==> src/rtl/core/dpc_pkg.sv <==
// Shared types, widths and constants of the DBSCAN point clustering block.
`default_nettype none
package dpc_pkg;

    localparam int POINTS_DEF  = 64;
    localparam int COORD_W_DEF = 16;

    localparam int CNT_W      = 7;
    localparam int KEPT_W     = 6;
    localparam int LABEL_W    = 7;
    localparam int RADIUS_W   = 15;
    localparam int MINN_W     = 7;
    localparam int GATE_W     = 16;
    localparam int R2_W       = 2 * RADIUS_W;
    localparam int CFG_IDX_W  = 2;
    localparam int CFG_DATA_W = 16;

    localparam logic [LABEL_W-1:0]    LABEL_NOISE  = {LABEL_W{1'b1}};
    localparam logic [RADIUS_W-1:0]   RADIUS_RST   = 15'd300;
    localparam logic [MINN_W-1:0]     MINN_RST     = 7'd5;
    localparam logic [GATE_W-1:0]     GATE_RST     = 16'd2700;

    localparam logic [CFG_IDX_W-1:0] REG_RADIUS = 2'd0;
    localparam logic [CFG_IDX_W-1:0] REG_MINN   = 2'd1;
    localparam logic [CFG_IDX_W-1:0] REG_GATE   = 2'd2;

    typedef struct packed {
        logic [CNT_W-1:0] count;
        logic             overflow;
    } job_t;

    typedef enum logic [3:0] {
        B_IDLE,
        B_OUTER,
        B_PREAD,
        B_PLATCH,
        B_SCAN,
        B_DECIDE,
        B_PUSH,
        B_LABEL,
        B_QHEAD,
        B_QWAIT,
        B_ERD,
        B_EOUT,
        B_EWAIT
    } back_state_t;

endpackage
`default_nettype wire

==> src/rtl/core/dpc_front.sv <==
// Front end: accepts point requests, applies the height gate and fills the point store.
`default_nettype none
module dpc_front #(
    parameter int POINTS      = dpc_pkg::POINTS_DEF,
    parameter int COORD_WIDTH = dpc_pkg::COORD_W_DEF
) (
    input  wire                               aclk,
    input  wire                               aresetn,
    input  wire                               accept,
    input  wire logic signed [COORD_WIDTH-1:0] pos_x,
    input  wire logic signed [COORD_WIDTH-1:0] pos_y,
    input  wire logic signed [COORD_WIDTH-1:0] pos_z,
    input  wire                               end_of_frame,
    input  wire logic signed [dpc_pkg::GATE_W-1:0] height_gate,
    output logic                              st_we,
    output logic [$clog2(POINTS)-1:0]         st_addr,
    output logic [3*COORD_WIDTH-1:0]          st_data,
    output logic                              job_push,
    output dpc_pkg::job_t                     job
);
    localparam int IW = $clog2(POINTS);
    localparam int GW = (COORD_WIDTH > dpc_pkg::GATE_W) ? COORD_WIDTH : dpc_pkg::GATE_W;

    logic [dpc_pkg::CNT_W-1:0] count_reg, count_next, count_after;
    logic                      ovf_reg, ovf_next, ovf_after;
    logic signed [GW-1:0]      z_ext, gate_ext;
    logic                      pass, room;

    assign z_ext    = GW'(pos_z);
    assign gate_ext = GW'(height_gate);
    assign pass     = (z_ext <= gate_ext);
    assign room     = (count_reg < dpc_pkg::CNT_W'(POINTS));

    always_comb begin
        st_we       = accept && pass && room;
        st_addr     = count_reg[IW-1:0];
        st_data     = {pos_z, pos_y, pos_x};
        count_after = st_we ? count_reg + dpc_pkg::CNT_W'(1) : count_reg;
        ovf_after   = ovf_reg | (accept && pass && !room);
        job_push    = accept && end_of_frame && (count_after != '0);
        job.count   = count_after;
        job.overflow = ovf_after;
        count_next  = count_reg;
        ovf_next    = ovf_reg;
        if (accept) begin
            count_next = end_of_frame ? '0 : count_after;
            ovf_next   = end_of_frame ? 1'b0 : ovf_after;
        end
    end

    always_ff @(posedge aclk) begin
        if (!aresetn) begin
            count_reg <= '0;
            ovf_reg   <= 1'b0;
        end else begin
            count_reg <= count_next;
            ovf_reg   <= ovf_next;
        end
    end
endmodule
`default_nettype wire

==> config.mk <==
export PLATFORM = sky130hd
export DESIGN_NAME = dpc_front
export DESIGN_NICKNAME = d
export VERILOG_FILES = /design/src/rtl/core/dpc_pkg.sv /design/src/rtl/core/dpc_front.sv
export SDC_FILE = /design/constraint.sdc
export NUM_CORES = 1
export LEC_CHECK = 0
export BUFFER_PORTS_ARGS = -buffer_cell sky130_fd_sc_hd__buf_4
export CAP_MARGIN = 0
export CORE_MARGIN = 1.5
export CORE_UTILIZATION = 41
export DETAILED_ROUTE_END_ITERATION = 10
export GPL_ROUTABILITY_DRIVEN = 0
export GPL_TIMING_DRIVEN = 0
export HOLD_SLACK_MARGIN = 0.05
export PLACE_DENSITY = 0.88
export SETUP_SLACK_MARGIN = 0.05
export SLEW_MARGIN = 25
export SYNTH_ARGS = -nofsm -noshare
export SYNTH_HDL_FRONTEND = slang
export SYNTH_SLANG_ARGS = --single-unit
==> constraint.sdc <==
create_clock -name aclk -period 6.27 [get_ports aclk]
set_clock_uncertainty 0.2 [all_clocks]
set_input_delay 0.3135 -clock aclk [delete_from_list [all_inputs] [get_ports aclk]]
set_output_delay 0.3135 -clock aclk [all_outputs]
set_load 0.02 [all_outputs]
==> flow_results.org <==
** Run status
- The run finished with clean final reports.

** Global routing
- Global-route met1 utilization :: 17.33%
- Met3 demand-to-capacity share in global routing :: 3.934%
- Met2 GRT Util :: approximately a third
- Global routing consumed, over all layers together, 16.68% of the routing resources.
- The number of global-route vias before repair is 1281.
- First-pass GRT wire length :: 4940 µm
- Pin count of the biggest net entering global routing :: 10
- The number of antenna violations at the first check in global routing is 0.
- Total global routing overflow :: 0
- Layer with the highest usage :: met2

** Critical path
- Endpoint required time on the critical path :: 5.76 ns
- The kind of cell with the highest combined delay along the critical path is compound AO/OA/AOI/OAI gates.
- Cell-by-cell trace of the critical path :: buf_4, ha_1, nand4_2, nor3_1, a211oi_1, a211oi_2, nor2_2, mux2_4, or3_1, o41a_1, buf_4
- The most numerous cell type found on the critical path is buf_4.
- Of all nets on the critical path, the largest fanout is 6.
- Largest stage delay on the critical path :: about 0.47 ns
- Data arrival, critical path :: 3.16 ns
- Launching element type of the critical path :: input port
- By startpoint and endpoint, the worst setup path is classified as in2out.
- Critical Path End Type :: output pin
- R2R setup slack :: 4.15 ns
- CP Buf/Inv Count :: 2
- Among all stages on the critical path, the largest delay is contributed by a211oi_1.

** Clock tree
- CTS built an H-tree with a depth of 1.
- Clock tree from TritonCTS :: done
- After clock tree synthesis, the repair step resized 0 gates.
- Clock insertion delay at the later pin of the skew report :: between 0.2 and 0.3 ns
- Buffer depth of the longest clock path :: 2
- After clock tree synthesis, the flow added hold-fix buffers numbering 0.
- Clock Pin Slew Worst Setup and Hold Paths :: approximately 0.050 ns
- Number of clock buffers inserted by TritonCTS :: 3
- Clk Tree Root Cell :: clkbuf_4
- TritonCTS Sinks :: 8
- Post-CTS setup repair buffer count :: 0

** Timing
- In this run the tightest slew margin relative to its limit is 65.14%.
- TNS Setup :: 0 ns
- Final critical delay including setup and external delays :: 3.674 ns
- The worst path uses between 50 and 60% of the clock period.
- Hold is met by 0.1285 ns.
- Derived from the worst setup path, the maximum achievable clock frequency is between 0.2 and 0.3 GHz.
- Total of endpoints with negative setup slack in the final report :: 0
- The number of max-slew violations in the final report was 0.
- Unrepaired setup endpoints after global routing :: false
- Hold violation count in the final report :: 0
- For the pin with the worst max-slew slack, the measured transition is 0.5198 ns.

** Hold path
- The tightest min-delay check is of the in2reg type.

** Routing
- Total iterations of the first detailed-routing run :: 4
- Final Routed Wirelength :: 3345 µm
- Violation count after the first detailed-routing iteration :: 51
- For this run, design rule violations remaining after detail routing come to 0.
- The routed layout has roughly 1500 vias.
- Post-detailed-route wirelength per cell :: 10.20 µm
- Detailed-route vias per instance :: about 4.6
- In this run the remaining antenna-violating nets after routing total 0.

** Synth
- Of all flip-flops after synthesis, the portion carrying an async set or reset was 0%.
- Synthesis instantiated 39 different standard cells from the library.
- Yosys warns :: 0
- Nets in the synthesized netlist :: about 270
- Post-synthesis cell area :: 1428 µm²
- Predominant post-synthesis flop cell :: dfxtp_1
- Number of flops mapped to enable cells by yosys :: 0
- Average cell area after synthesis :: 7.887 µm²
- Synth Register Bits :: 8
- For this run, the register share of the synthesized area comes to 11.22%.
- Synthesized instance count :: about 180

** Floorplan
- Core area :: 3337 µm²
- Full die area :: 3845 µm²
- During I/O placement, the number of pins put on the boundary was 132.
- Effective utilization at floorplan :: 42.78%
- Number of rows in the core area :: 21
- The die is 62.01 µm tall.
- Die Span X :: 62.01 µm

** Placement
- Quantity of I/O buffers inserted on ports :: between 90 and 100
- Placed cells :: 325
- The HPWL after detailed placement is 3011 µm.

** Finish
- The repair_antennas step left the layout with diodes totalling 0.
- After the flow finishes, the layout carries non-filler instances totaling 328.
- Flip-flop count of the largest register, all copies and words added :: 7
- The post-route netlist has 58.16% of its cells at a drive strength greater than 1.
- The net count of the finished layout is 369.
- The filler cells instantiated in the layout total 292.
- Relative to the synthesized area, the layout overhead comes to 57.14%.

** Pwr
- Peak supply drop :: 0.00005354 V
- Summed over all cells, the static leakage comes to ~0.0013 µW.
- Overall power consumption after layout is estimated at 225.1 µW.
- Total power divided by cell area :: roughly 100 nW/µm²

** Run
- The tool flagged a number of max-cap violations equal to 0.
-- cell families after synthesis --
group / Yosys count / share of synthesized area [%]
buf+inv: 77 / 34.71
simple gates: 41 / 18.32
compound gates: 30 / 15.42
fa+ha+maj: 17 / 14.90
flops: 8 / 11.22
xor+xnor: 6 / 3.681
mux: 2 / 1.753
-- where the power goes --
| group | leakage, µW | internal (µW) | switching [µW] |
|---|---|---|---|
| registers | 0.0000644 | 51.1 | 0.411 |
| clock network | 0.0000138 | 21.9 | 17.4 |
| logic | 0.00121 | 71.8 | 62.5 |
-- synth_stat cells (all sizes together) (2+ instances only) --
master / count / area share, %
nand3: 4 / 1.4
a21boi: 3 / 1.6
nand2b: 2 / 0.88
nand4: 3 / 2.2
dfxtp: 8 / 11
inv: 20 / 5.3
nand2: 7 / 1.8
and2: 4 / 1.8
a211oi: 3 / 1.9
nor3: 2 / 0.70
ha: 17 / 15
o2111a: 2 / 1.6
a22oi: 3 / 1.6
a31oi: 2 / 0.88
or3: 2 / 0.88
xnor2: 4 / 2.5
clkbuf: 2 / 0.53
xor2: 2 / 1.2
o21ai: 3 / 1.1
nor2b: 4 / 1.8
a21oi: 6 / 2.1
a21o: 3 / 1.6
buf: 55 / 29
nor2: 9 / 2.5
-- placed cells by master (no fill, tap or decap), types with 3 or more instances in the layout --
cell type | netlist | final
nor2_1 | 8 | 8
nor2b_1 | 4 | 4
nand3_1 | 4 | 4
dfxtp_1 | 8 | 8
and2_1 | 4 | 4
a21oi_1 | 6 | 6
buf_4 | 55 | 153
inv_1 | 20 | 20
nand2_1 | 7 | 7
a21o_1 | 3 | 3
ha_1 | 17 | 17
o21ai_0 | 3 | 3
a22oi_1 | 3 | 3
xnor2_1 | 4 | 4
clkbuf_4 | 0 | 3
-- stage by stage --
step	setup slack (ns)	instance area [µm²]	utilization [%]
6_report	2.596	2243	67.23
5_1_grt	2.435	2243	67.23
4_1_cts	2.584	2243	67.23
3_5_place_dp	2.584	2221	66.55
3_3_place_gp	2.626	2221	66.55
2_1_floorplan	2.940	1428	-
-- per-layer routing --
metal	vias up	share of wire, %
met5	-	0
met4	0	0.30
met3	2	8.9
met2	87	54
met1	650	36
li1	759	-
-- cell type report --
cell class | count | area [µm²] | share of cell area [%]
Sequential cell | 8 | 160.2 | 7.139
Buffer | 57 | 420.4 | 18.74
Inverter | 20 | 75.07 | 3.346
Tap cell | 46 | 57.56 | 2.566
Clock buffer | 3 | 22.52 | 1.004
Timing Repair Buffer | 98 | 735.7 | 32.79
Multi-Input combinational cell | 96 | 772.0 | 34.41
-- path summary, 6_finish.rpt --
kind              cells past startpoint          from      endpoint
hold / removal                        2       aresetn  count_reg[5]
setup / recovery                     11     pos_z[13]      job_push
setup reg to reg                      7  count_reg[2]  count_reg[5]
hold reg to reg                       1       ovf_reg       ovf_reg
Note: power is estimated with default switching activity, not from simulation.
