==> config.mk <==
export PLATFORM = sky130hd
export DESIGN_NAME = dpc_job_fifo
export DESIGN_NICKNAME = d
export VERILOG_FILES = /design/src/rtl/core/dpc_pkg.sv /design/src/rtl/core/dpc_job_fifo.sv
export SDC_FILE = /design/constraint.sdc
export NUM_CORES = 1
export LEC_CHECK = 0
export ABC_AREA = 1
export BUFFER_PORTS_ARGS = -buffer_cell sky130_fd_sc_hd__buf_2
export CAP_MARGIN = 0
export CORE_AREA = 2 2 54 56
export CTS_BUF_LIST = sky130_fd_sc_hd__clkbuf_4
export DETAILED_ROUTE_END_ITERATION = 10
export DIE_AREA = 0 0 56 58
export PLACE_DENSITY = 0.51
export SLEW_MARGIN = 30
export SYNTH_ARGS = -nofsm -noshare
export SYNTH_HDL_FRONTEND = slang
export SYNTH_SLANG_ARGS = --single-unit
==> constraint.sdc <==
create_clock -name aclk -period 2.7 [get_ports aclk]
set_clock_uncertainty 0.15 [all_clocks]
set_input_delay 0 -clock aclk [delete_from_list [all_inputs] [get_ports aclk]]
set_output_delay 0 -clock aclk [all_outputs]
set_load 0.01 [all_outputs]
==> src/rtl/core/dpc_pkg.sv <==
// Shared types, widths and constants of the DBSCAN point clustering block.
`default_nettype none
package dpc_pkg;

    localparam int POINTS_DEF  = 64;
    localparam int COORD_W_DEF = 16;

    localparam int CNT_W      = 7;
    localparam int KEPT_W     = 6;
    localparam int LABEL_W    = 7;
    localparam int RADIUS_W   = 15;
    localparam int MINN_W     = 7;
    localparam int GATE_W     = 16;
    localparam int R2_W       = 2 * RADIUS_W;
    localparam int CFG_IDX_W  = 2;
    localparam int CFG_DATA_W = 16;

    localparam logic [LABEL_W-1:0]    LABEL_NOISE  = {LABEL_W{1'b1}};
    localparam logic [RADIUS_W-1:0]   RADIUS_RST   = 15'd300;
    localparam logic [MINN_W-1:0]     MINN_RST     = 7'd5;
    localparam logic [GATE_W-1:0]     GATE_RST     = 16'd2700;

    localparam logic [CFG_IDX_W-1:0] REG_RADIUS = 2'd0;
    localparam logic [CFG_IDX_W-1:0] REG_MINN   = 2'd1;
    localparam logic [CFG_IDX_W-1:0] REG_GATE   = 2'd2;

    typedef struct packed {
        logic [CNT_W-1:0] count;
        logic             overflow;
    } job_t;

    typedef enum logic [3:0] {
        B_IDLE,
        B_OUTER,
        B_PREAD,
        B_PLATCH,
        B_SCAN,
        B_DECIDE,
        B_PUSH,
        B_LABEL,
        B_QHEAD,
        B_QWAIT,
        B_ERD,
        B_EOUT,
        B_EWAIT
    } back_state_t;

endpackage
`default_nettype wire

==> src/rtl/core/dpc_job_fifo.sv <==
// Two-entry queue of frame jobs between the front end and the clustering engine.
`default_nettype none
module dpc_job_fifo (
    input  wire                aclk,
    input  wire                aresetn,
    input  wire                push,
    input  wire dpc_pkg::job_t push_job,
    input  wire                pop,
    output logic               job_valid,
    output dpc_pkg::job_t      job,
    output logic               empty
);
    dpc_pkg::job_t slot_reg [2];
    logic       wr_reg, rd_reg;
    logic [1:0] fill_reg;

    assign job_valid = (fill_reg != 2'd0);
    assign empty     = (fill_reg == 2'd0);
    assign job       = slot_reg[rd_reg];

    always_ff @(posedge aclk) begin
        if (push && fill_reg != 2'd2) begin
            slot_reg[wr_reg] <= push_job;
        end
    end

    always_ff @(posedge aclk) begin
        if (!aresetn) begin
            wr_reg   <= 1'b0;
            rd_reg   <= 1'b0;
            fill_reg <= 2'd0;
        end else begin
            if (push && fill_reg != 2'd2) begin
                wr_reg <= ~wr_reg;
            end
            if (pop && job_valid) begin
                rd_reg <= ~rd_reg;
            end
            fill_reg <= fill_reg + 2'((push && fill_reg != 2'd2) ? 1 : 0)
                                 - 2'((pop && job_valid) ? 1 : 0);
        end
    end
endmodule
`default_nettype wire

==> flow_summary.toml, run 1 <==
[hold_path]
hold_start = "push_job[4]"
hold_depth = 2
hold_end = "slot_reg[1][4]"
hold_class = "input port to flip-flop"

[worst_setup_path]
start_kind = "flip-flop"
regToRegSetupSlack_ns = 1.01
crit_fanout = 8
ff2ff_path_depth = 4
cp-end-kind = "flip-flop"
r2r-start = "fill_reg[0]"
reg2reg_to = "slot_reg[0][2]"
crit_path_start = "fill_reg[0]"
cp.arrival_ns = 1.48
critPathRequiredTime_ns = 2.49
crit_type = "flip-flop to flip-flop"

[logic_synthesis]
synthCells = 62
synth-edff-count = 16
synth_fp_nets = 76
synth.ff_latch_count = 21
synthArstFlopShare = 0
yosysTopAreaCell = "edfxtp_1"
ys_seq_area_frac = 0.674
synth.avg_cell_area_um2 = 13.9
synth.cell_area_um2 = 861
synth-main-ff-cell = "edfxtp_1"
synth_top_area_frac = 0.558
synthTopCellsByCount = "edfxtp_1 (16), nand2_1 (9), inv_1 (8), mux2_4 (8), nor2_1 (6)"
synth.area.top_cells = "edfxtp_1 (56%), mux2_4 (14%), dfxtp_1 (12%)"
synth_most_common_cell = "edfxtp_1"
ys.warnings.count = 0
synth_cell_type_count = 11

[cts]
clk_path_buf_depth = 2
cts_setup_buffers = 0
clk-insertion-delay-late_ns = 0.29
cts_made_buffers = 3
clock-root-buffer = "clkbuf_4"
clkSinkCount = 21
cts_tree = "done"
clkTransAtPathRegs_ns = 0.10
htree_levels = 1

[place]
hpwl_um = 1100
gp_congestion = 0.656
dp.cells = 113
portBuffers = 21
dpl-instance-area_um2 = 993
pre_cts_slack_ns = 0.979

[sta]
drv_slew = 0
worst_pin_slew_ns = 0.692
period_minus_slack_ns = 1.69
hold_viol = 0
relSlewSlack = 0.537
period_share = 0.628
fin_ws_ns = 1.01
holdWs_ns = 0.279
fmax_mhz = 590
rsz0062_at_grt = "false"
fin_tns_setup_ns = 0
finalSetupViolCount = 0

[finish]
drive_gt1_frac = 0.361
instances_no_fill = 128
largest_reg_flops = 16
nNetsFinal = 112
area_delta_synth_final_pct = 31.7
num_antenna_cells = 0
n_fill_cell = 257
final_area_um2 = 1130
post-route-util = 0.426

[routing]
drc = 0
drtIter0Drc = 17
wl_per_cell_um = 11.0
ant_nets = 0
firstDrtPassIters = 5
vias = 546
wirelength_um = 1410
viasPerCell = 4.27

[global_routing]
grt_pass1_vias = 559
gr-total-overflow = 0
grt_pass1_wl_um = 2310
antenna_found_initial = 0
grt_usage = 0.0949
grt_max_degree = 12

[floorplanning]
rows = 19
die_h_um = 58
die_width_um = 56
core_region_area_um2 = 2660
ios = 22
start_util = 0.323
die_area_um2 = 3250

[pwr]
powerDensity_nw_per_um2 = 822
vdd_drop_max_mv = 0.602
p_leak_nw = 0.496
power_mw = 0.932

[flow_run]
drv_cap = 0

[status]
status = "complete, no violations"
how the worst max path moves through the flow:
stage | endpoint | slack, ns | depth (start not counted)
floorplan | fill_reg[1] | 1.15 | 9
global placement | slot_reg[0][3] | 0.99 | 4
detailed placement | slot_reg[0][4] | 0.98 | 4
CTS | slot_reg[0][6] | 0.96 | 4
global route | slot_reg[0][6] | 0.85 | 4
finish | slot_reg[0][2] | 1.01 | 4
worst max-delay path: stages (launching register included):
cell and delay, ns:
dfxtp_1 0.39, inv_1 0.07, nand2_1 0.10, nand2_1 0.09, nor2_1 0.54
layer usage:
| metal | vias to the layer above | global-route usage | share of wire |
|---|---|---|---|
| met5 | - | 0 | 0 |
| met4 | 0 | 0.0306 | 0.011 |
| met3 | 2 | 0.0335 | 0.056 |
| met2 | 17 | 0.173 | 0.53 |
| met1 | 246 | 0.103 | 0.40 |
| li1 | 281 | - | - |
placed cells by master, fill, tap and decap left out:
master,count
a21oi_1,2
buf_2,21
clkbuf_4,4
dfxtp_1,5
dlygate4sd3_1,11
edfxtp_1,16
ha_1,2
inv_1,8
mux2_4,8
nand2_1,9
nand3_1,3
nor2_1,6
nor2_2,2
timing repair:
action,in CTS,in global routing
hold buffers,11,0
hold endpoints to repair,21,0
gates resized for setup,0,0
cell type report:
type | count | area (um2) | area share
Timing Repair Buffer | 32 | 215 | 0.190
Inverter | 8 | 30.0 | 0.0265
Multi-Input combinational cell | 32 | 239 | 0.211
Clock buffer | 4 | 30.0 | 0.0265
Sequential cell | 21 | 581 | 0.512
Tap cell | 31 | 38.8 | 0.0342
where the power goes:
part	leakage [nW]	switching (mW)	internal, mW
Sequential	0.191	0.0473	0.416
Clock	0.0184	0.0840	0.0675
Combinational	0.287	0.157	0.161
Total	0.496	0.288	0.644
cells by family after synthesis:
group                      count (synthesis)  share of synthesized area
AOI/OAI and AO/OA                          2                     0.0116
adders and majority gates                  2                     0.0291
buffers and inverters                      9                     0.0480
DFF                                       21                      0.674
muxes                                      8                      0.140
and+or+nand+nor                           20                     0.0974
Power figures use the tool's default switching activity.
==> run 2: changes to the inputs <==
- clock period: 2.7 -> 1.7 ns (I/O delays scaled with it)
==> run 2 against run 1 <==
- clock-buffer cell count shrank 1
- wire length down 2.4%
- register-to-register slack worse by 0.90 ns
- design area up 3.3%
- maximum frequency rose by 6.0%
- core utilization increased by 1.4 points
- total power grew 64%
- non-clock buffer count up 2
- sequential power grew 52%
- hold slack worse by 0.0069 ns
- sequential share of layout area down 1.5 points
- flip-flop and latch count is the same
- critical path type unchanged
- largest cell class unchanged
- largest power group unchanged
==> flow_summary.toml, run 2 (synthesis results as in run 1) <==
[status]
status = "complete, no violations"

[worst_setup_path]
crit_fanout = 3
critPathRequiredTime_ns = 1.75
cp-end-kind = "flip-flop"
crit_type = "flip-flop to flip-flop"
cp.arrival_ns = 1.65
start_kind = "flip-flop"

[routing]
viasPerCell = 4.23
firstDrtPassIters = 4
ant_nets = 0
wl_per_cell_um = 10.5
drtIter0Drc = 4
vias = 550
wirelength_um = 1370
drc = 0

[sta]
relSlewSlack = 0.774
holdWs_ns = 0.272
period_share = 0.941
fmax_mhz = 625
drv_slew = 0
fin_ws_ns = 0.101
worst_pin_slew_ns = 0.339
finalSetupViolCount = 0
hold_viol = 0
period_minus_slack_ns = 1.60
fin_tns_setup_ns = 0

[finish]
most-common-layout-cells = "buf_2 (21), edfxtp_1 (16), dlygate4sd3_1 (11), mux2_4 (8)"
drive_gt1_frac = 0.444
largest_reg_flops = 16
layout.cells.most_common = "buf_2"
num_antenna_cells = 0
nNetsFinal = 114
area_delta_synth_final_pct = 36.0

[floorplanning]
die_h_um = 58
ios = 22
die_width_um = 56
rows = 19
core_region_area_um2 = 2660
die_area_um2 = 3250
start_util = 0.323

[global_routing]
antenna_found_initial = 0
grt_usage = 0.0941
grt_pass1_wl_um = 2280
gr-total-overflow = 0
grt-busiest-layer = "met2"
met3_usage = 0.0223
grt_max_degree = 13
grt_use_met2 = 0.171
grt_pass1_vias = 545
use_met1 = 0.101

[place]
pre_cts_slack_ns = 0.0273
portBuffers = 21
hpwl_um = 1020
gp_congestion = 0.591

[cts]
clkTransAtPathRegs_ns = 0.11
htree_levels = 1
cts_made_buffers = 3
clock-root-buffer = "clkbuf_4"
clkSinkCount = 21
cts_tree = "done"
cts_setup_buffers = 0
clk-insertion-delay-late_ns = 0.29
clk_path_buf_depth = 2

[pwr]
p_leak_nw = 0.503
power_mw = 1.53
vdd_drop_max_mv = 0.912
powerDensity_nw_per_um2 = 1310

[hold_path]
hold_class = "input port to flip-flop"

[flow_run]
drv_cap = 0
[run 2: cell types whose count changed in the layout (fill, tap and decap cells not counted), sizes merged]
cell	delta
clkinv	+1
clkbuf	-1
buf	+2
[run 2: layer usage]
| metal | up-vias | wire length, um |
|---|---|---|
| met5 | - | 0 |
| met1 | 250 | 554 |
| met4 | 0 | 19 |
| met2 | 15 | 717 |
| met3 | 2 | 79 |
| li1 | 283 | - |
[run 2: worst max-delay path: stages (launching register included)]
cell	delay, ns
dfxtp_2	0.36
inv_1	0.06
nand2_2	0.07
nand2_1	0.10
ha_4	0.28
inv_2	0.03
ha_2	0.17
inv_1	0.06
nand2_2	0.06
a21oi_2	0.12
nor2_1	0.05
[run 2: final cells by class]
cell class / count / area (um2)
Tap cell: 31 / 38.8
Clock buffer: 3 / 22.5
Sequential cell: 21 / 582
Fill cell: 250 / 1490
Inverter: 8 / 30.0
Clock inverter: 1 / 5.00
Multi-Input combinational cell: 32 / 263
Timing Repair Buffer: 34 / 230
[run 2: report_power, final]
part           switching [mW]  leakage, nW  total (mW)  internal, mW
logic                   0.306        0.294       0.599         0.293
clock network           0.139       0.0177       0.226        0.0874
registers              0.0420        0.191       0.705         0.663
[run 2: repair_timing]
| action | 4_1_cts | 5_1_grt |
|---|---|---|
| hold endpoints to repair | 21 | 0 |
| endpoints found under the setup margin | 0 | 1 |
| resized for setup | 0 | 7 |
| hold buffers | 11 | 0 |
[run 2: metrics by stage]
step / instance area (um2) / utilization / cells
final: 1170 / 0.440 / 130
after floorplan: 861 / - / 62
after global placement: 1010 / 0.379 / 115
after CTS: 1150 / 0.430 / 130
after global routing: 1170 / 0.440 / 130
after detailed placement: 1010 / 0.379 / 115
[run 2: path summary, 6_finish.rpt]
kind | start | endpoint | slack [ns] | cells past startpoint
max | fill_reg[0] | fill_reg[1] | 0.10 | 10
min | push_job[6] | slot_reg[1][6] | 0.27 | 2
max reg2reg | fill_reg[0] | fill_reg[1] | 0.10 | 10
min reg2reg | rd_reg | flip-flop | 0.36 | 2
